**config.mk**
```make
export PLATFORM = sky130hd
export DESIGN_NAME = lbachs_lane
export DESIGN_NICKNAME = d
export VERILOG_FILES = /design/src/rtl/core/lbachs_pkg.sv /design/src/rtl/core/lbachs_div_cell.sv /design/src/rtl/core/lbachs_lane.sv
export SDC_FILE = /design/constraint.sdc
export NUM_CORES = 2
export LEC_CHECK = 0
export BUFFER_PORTS_ARGS = -buffer_cell sky130_fd_sc_hd__buf_2
export CAP_MARGIN = 40
export CORE_ASPECT_RATIO = 1.4
export CORE_MARGIN = 4
export CORE_UTILIZATION = 50
export DETAILED_ROUTE_END_ITERATION = 6
export MAX_ROUTING_LAYER = met4
export PLACE_DENSITY = 0.66
export SLEW_MARGIN = 10
export SYNTH_ARGS = -nofsm -noshare
export SYNTH_HDL_FRONTEND = slang
export SYNTH_SLANG_ARGS = --single-unit
```
**constraint.sdc**
```tcl
create_clock -name clk -period 3.9 [get_ports clk]
set_input_delay 0 -clock clk [delete_from_list [all_inputs] [get_ports clk]]
set_output_delay 0 -clock clk [all_outputs]
set_load 0.01 [all_outputs]
```
**src/rtl/core/lbachs_pkg.sv**
```systemverilog
// Shared types and constants for the LBA to CHS partition encoder.
// Used by the lane, the top level and the checker.
`default_nettype none

package lbachs_pkg;

  localparam int LBA_W   = 32;
  localparam int PC_W    = 14;
  localparam int SPT_W   = 6;
  localparam int HEAD_W  = 8;
  localparam int CYL_W   = 11;
  localparam int SHIFT_W = 5;
  localparam int OFF_W   = 64;
  localparam int DATA_W  = 11;
  localparam int IDX_W   = 2;

  localparam int LANE_LAT = LBA_W + PC_W + 2;
  localparam int PIPE_LAT = LANE_LAT + 2;

  localparam logic [SPT_W-1:0]   DEF_SPT   = 6'd63;
  localparam logic [HEAD_W-1:0]  DEF_HEADS = 8'd255;
  localparam logic [CYL_W-1:0]   DEF_CYLS  = 11'd1024;
  localparam logic [SHIFT_W-1:0] DEF_SHIFT = 5'd9;

  typedef enum logic [IDX_W-1:0] {
    REG_SHIFT = 2'd0,
    REG_SPT   = 2'd1,
    REG_HEADS = 2'd2,
    REG_CYLS  = 2'd3
  } reg_idx_t;

  typedef struct packed {
    logic [SPT_W-1:0]  spt;
    logic [HEAD_W-1:0] heads;
    logic [CYL_W-1:0]  cyls;
    logic [PC_W-1:0]   per_cyl;
  } geo_t;

  typedef struct packed {
    logic [7:0] head;
    logic [7:0] sec_cyl_high;
    logic [7:0] cyl_low;
  } chs_t;

endpackage

`default_nettype wire

```
**src/rtl/core/lbachs_div_cell.sv**
```systemverilog
// One restoring division cell: one quotient bit per cycle, registered.
// Parameterized by remainder and dividend widths; no package dependency.
`default_nettype none

module lbachs_div_cell #(
  parameter int REM_W = 14,
  parameter int DVD_W = 32
) (
  input  wire logic             clk,
  input  wire logic [REM_W-1:0] divisor,
  input  wire logic [REM_W-1:0] rem_in,
  input  wire logic [DVD_W-1:0] acc_in,
  output logic      [REM_W-1:0] rem_out,
  output logic      [DVD_W-1:0] acc_out
);

  logic [REM_W:0] trial;
  logic [REM_W:0] diff;
  logic           ge;

  always_comb begin
    trial = {rem_in, acc_in[DVD_W-1]};
    diff  = trial - {1'b0, divisor};
    ge    = trial >= {1'b0, divisor};
  end

  always_ff @(posedge clk) begin
    rem_out <= ge ? diff[REM_W-1:0] : trial[REM_W-1:0];
    acc_out <= {acc_in[DVD_W-2:0], ge};
  end

endmodule

`default_nettype wire

```
**src/rtl/core/lbachs_lane.sv**
```systemverilog
// One sector lane: cylinder division chain, saturation, head/sector chain, packing.
// Depends on lbachs_pkg and lbachs_div_cell.
`default_nettype none

module lbachs_lane (
  input  wire logic                        clk,
  input  wire lbachs_pkg::geo_t            geo,
  input  wire logic [lbachs_pkg::LBA_W-1:0] lba,
  output lbachs_pkg::chs_t                 chs
);

  localparam int LW = lbachs_pkg::LBA_W;
  localparam int PW = lbachs_pkg::PC_W;
  localparam int SW = lbachs_pkg::SPT_W;

  logic [PW-1:0] rem1 [0:LW];
  logic [LW-1:0] acc1 [0:LW];
  logic [SW-1:0] rem2 [0:PW];
  logic [PW-1:0] acc2 [0:PW];
  logic          sat_line [0:PW];
  logic [9:0]    cyl_line [0:PW];
  logic          sat;
  logic [lbachs_pkg::CYL_W-1:0] cyl_max;

  assign rem1[0] = '0;
  assign acc1[0] = lba;
  assign rem2[0] = '0;

  for (genvar k = 0; k < LW; k++) begin : g_cyl
    lbachs_div_cell #(.REM_W(PW), .DVD_W(LW)) u_cell (
      .clk     (clk),
      .divisor (geo.per_cyl),
      .rem_in  (rem1[k]),
      .acc_in  (acc1[k]),
      .rem_out (rem1[k+1]),
      .acc_out (acc1[k+1])
    );
  end

  always_comb begin
    sat     = acc1[LW] >= LW'(geo.cyls);
    cyl_max = geo.cyls - 11'd1;
  end

  always_ff @(posedge clk) begin
    acc2[0]     <= rem1[LW];
    sat_line[0] <= sat;
    cyl_line[0] <= sat ? cyl_max[9:0] : acc1[LW][9:0];
  end

  for (genvar j = 0; j < PW; j++) begin : g_head
    lbachs_div_cell #(.REM_W(SW), .DVD_W(PW)) u_cell (
      .clk     (clk),
      .divisor (geo.spt),
      .rem_in  (rem2[j]),
      .acc_in  (acc2[j]),
      .rem_out (rem2[j+1]),
      .acc_out (acc2[j+1])
    );

    always_ff @(posedge clk) begin
      sat_line[j+1] <= sat_line[j];
      cyl_line[j+1] <= cyl_line[j];
    end
  end

  always_ff @(posedge clk) begin
    chs.head         <= sat_line[PW] ? geo.heads - 8'd1 : acc2[PW][7:0];
    chs.sec_cyl_high <= {cyl_line[PW][9:8],
                         sat_line[PW] ? geo.spt : rem2[PW] + 6'd1};
    chs.cyl_low      <= cyl_line[PW][7:0];
  end

endmodule

`default_nettype wire

```
==> impl_results.md <==
* Status: finished, final reports clean
* Hold Startpoint: geo[0]
* Starting Density at 0.504
* Worst endpoint required time at 4590 ps
* Hold Path Class: primary input to register
* H-tree depth at 4
* Die ar. at 140,000 sq um
* Row cnt at 158
* Commonest non-fill, non-tap cell in the layout: dfxtp_1
* Final setup fails at 0
* Setup TNS at 0 ps
* Syn Nets at 6,619
* Core box area at 133,000 sq um
* Cell area after synthesis at 67,000 sq um
* Ys async rst share at 0
* Crit Path Category: primary input to register
* Syn Inst Count at 5,973
* Worst R2R Setup Slack at 800 ps
* Tcrit/Tclk final at 0.800
* Cts hold-fix bufs at 114
* Slew HR at 0.454
* Netlist cell types at 80
* Design area at 77,700 sq um
* Worst-path clk slew at 60 ps
* Post-synth EDFFs at 0
* MaxCap Viol Count at 0
* Hpwl dp at 96,900 microns
* Clk root buf: clkbuf_16
* Unrepaired setup endpoints after global routing: false
* Crit path max fanout at 15
* FMAX at 321 MHz
* Most frequent CP cell: a221o_1
* Area Growth Syn to Fin at 15.9%
* Worst ir drop on vdd at 0.435 mV
* Startpoint Class: primary input
* Antenna Violating Nets Remaining at 0
* CTS Sinks at 1,886
* Slowest cell delay on critical path at 570 ps
* Sequential area share after synthesis at 0.563
* PD cells at 857 nW/um^2
* CTS Buf Count at 168
* Crit-path leading delay family: compound AO/OA/AOI/OAI gates
* Port Buffers at 95
* I/O pin count at 96
* Worst slew pin tran at 798 ps
* CTS Buffer Depth at 3
* Vias at 42,900
* Gr usage total at 0.204
* Final min period at 3120 ps
* Final GP Congestion at 0.893
* DRT Pass-1 Iters at 7
* Reg2Reg Launch Point: g_cyl[3].u_cell.rem_out[2]$_DFF_P_
* Initial antenna violation count at 3
* Vias per cell at 5.20
* Largest net degree at the start of global routing at 33
* Tot Pwr at 66.5 mW
* Crit. End Element: register
* Min-Delay Endpoint: g_cyl[8].u_cell.rem_out[0]$_DFF_P_
* Final WL at 138,000 microns
* Chip Height at 441 microns
* YS warnings at 0
* Hold depth at 3
* Max-slew violation count at 0
* Syn Area/Cell at 11.2 sq um
* Reg2reg path depth at 9
* Critical Path AT at 3810 ps
* Most frequent cells in the layout: dfxtp_1 (1,886), ha_1 (530), a21oi_1 (393)
* Skew-Pair Late Insertion Delay at 800 ps
* CTS tree: built
* Share of cells above drive strength 1 at 0.115
* Grt ovf at 0
* Hold Violations, Final at 0
* Slowest cell on crit path: a211o_1
* Leak at 34.1 nW
* # DRC at 0
* Most used flip-flop cell after synthesis: dfxtp_1
* Crit-path cells: dlygate4sd3_1, buf_2, inv_1, ha_1, a21o_1, a21oi_2, nand2_2, a221o_1, a221o_1, a31o_1, a211o_1, mux2_4
* Dpl cell area at 70,300 sq um
* Filler cells at 11,100
* Die Wd at 317 microns
* Post-CTS sizing at 0
* RR Endpoint: g_cyl[4].u_cell.rem_out[8]$_DFF_P_
* Fin nets at 6,996
* Iter 0 DRT Violations at 1,951
* First-pass GRT wire length at 220,000 microns
* Synth Register Bits at 1,886
* Post-CTS setup buffer count at 0
* Vias in the first global route at 43,800
* Drt wl/cell at 16.7 microns
* WP buf/inv at 3
* Clock skew at 25.9 ps
worst max path at each step:
stage                                               startpoint                                    to  slack [ps]  cells past startpoint
after floorplan                                         geo[1]  g_cyl[11].u_cell.rem_out[10]$_DFF_P_         710                     10
after global placement                                  geo[2]    g_cyl[4].u_cell.rem_out[9]$_DFF_P_         550                     11
after detailed placement                                geo[2]    g_cyl[4].u_cell.rem_out[8]$_DFF_P_         500                     11
after CTS                 g_cyl[11].u_cell.acc_out[31]$_DFF_P_  g_cyl[12].u_cell.rem_out[12]$_DFF_P_         770                     12
after global routing      g_cyl[11].u_cell.acc_out[31]$_DFF_P_  g_cyl[12].u_cell.rem_out[12]$_DFF_P_         490                     12
final                                                   geo[3]    g_cyl[4].u_cell.rem_out[8]$_DFF_P_         780                     12
final cells by class:
cell class | count | area, sq um | share of cell area
Inverter | 281 | 1050 | 0.0136
Sequential cell | 1886 | 37800 | 0.486
Antenna cell | 2 | 5.00 | 0.0000645
Timing Repair Buffer | 307 | 2570 | 0.0331
Clock inverter | 90 | 1560 | 0.0200
Tap cell | 1760 | 2200 | 0.0284
Multi-Input combinational cell | 3706 | 27800 | 0.358
Clock buffer | 220 | 4680 | 0.0603
registers in the layout, indices dropped and copies added, names as in the netlist:
| signal | cells |
|---|---|
| chs | 24 |
| g_head.u_cell.acc_out | 127 |
| g_cyl.u_cell.rem_out | 448 |
| g_head.u_cell.rem_out | 84 |
| sat_line | 15 |
| cyl_line | 150 |
| acc2 | 14 |
| g_cyl.u_cell.acc_out | 1024 |
worst register-to-register path, cell delays in order (launching register included):
cell and delay (ps):
dfxtp_1 340, ha_1 340, a21o_1 210, a21oi_2 140, nand2_2 90, a221o_1 340, a221o_1 330, a31o_1 230
a211o_1 570, mux2_4 400
where the power goes:
| group | leakage, nW | switching, mW | internal, mW |
|---|---|---|---|
| Clock | 3.02 | 7.29 | 10.6 |
| Sequential | 15.8 | 2.24 | 24.4 |
| Combinational | 15.3 | 11.5 | 10.5 |
| Total | 34.1 | 21.1 | 45.4 |
layer usage:
| layer | up-vias | GRT usage | wire length (microns) |
|---|---|---|---|
| li1 | 21700 | - | - |
| met1 | 20000 | 0.205 | 52900 |
| met2 | 852 | 0.374 | 71800 |
| met3 | 419 | 0.0278 | 4840 |
| met4 | 0 | 0.119 | 8420 |
| met5 | - | - | 0 |
cells by family after synthesis:
| logic type | count (synthesis) | synth area share |
|---|---|---|
| DFF | 1886 | 0.563 |
| AOI/OAI and AO/OA | 1338 | 0.125 |
| and+or+nand+nor | 1143 | 0.0824 |
| adders and majority gates | 574 | 0.112 |
| buffers and inverters | 381 | 0.0221 |
| xor gates and xnor gates | 357 | 0.0467 |
| muxes | 294 | 0.0487 |
per-stage QoR:
step | hold slack, ps | utilization | worst slack [ps] | instances
after floorplan | 27.7 | - | 714 | 5973
after global placement | 102 | 0.528 | 553 | 7823
after detailed placement | 104 | 0.529 | 502 | 7826
after CTS | 2.02 | 0.584 | 772 | 8250
after global routing | 45.0 | 0.585 | 494 | 8252
final | 65.4 | 0.585 | 780 | 8252
synth_stat cells (all sizes together), types with 33 or more instances:
cell,number,share of area
dfxtp,1886,0.56
ha,530,0.099
a21oi,394,0.029
o21ai,359,0.027
nand2,319,0.018
nor2,312,0.017
inv,281,0.016
mux2,238,0.040
xnor2,236,0.031
a21o,172,0.019
xor2,121,0.016
nor2b,103,0.0096
nand3,85,0.0063
clkbuf,84,0.0047
nand4,80,0.0075
o21a,70,0.0078
mux2i,56,0.0084
nor3,51,0.0038
fa,44,0.013
o31ai,39,0.0044
a211oi,38,0.0043
nand2b,37,0.0035
o21bai,37,0.0041
a21boi,35,0.0039
nor4,33,0.0031
(Power assumes the default switching activity.)
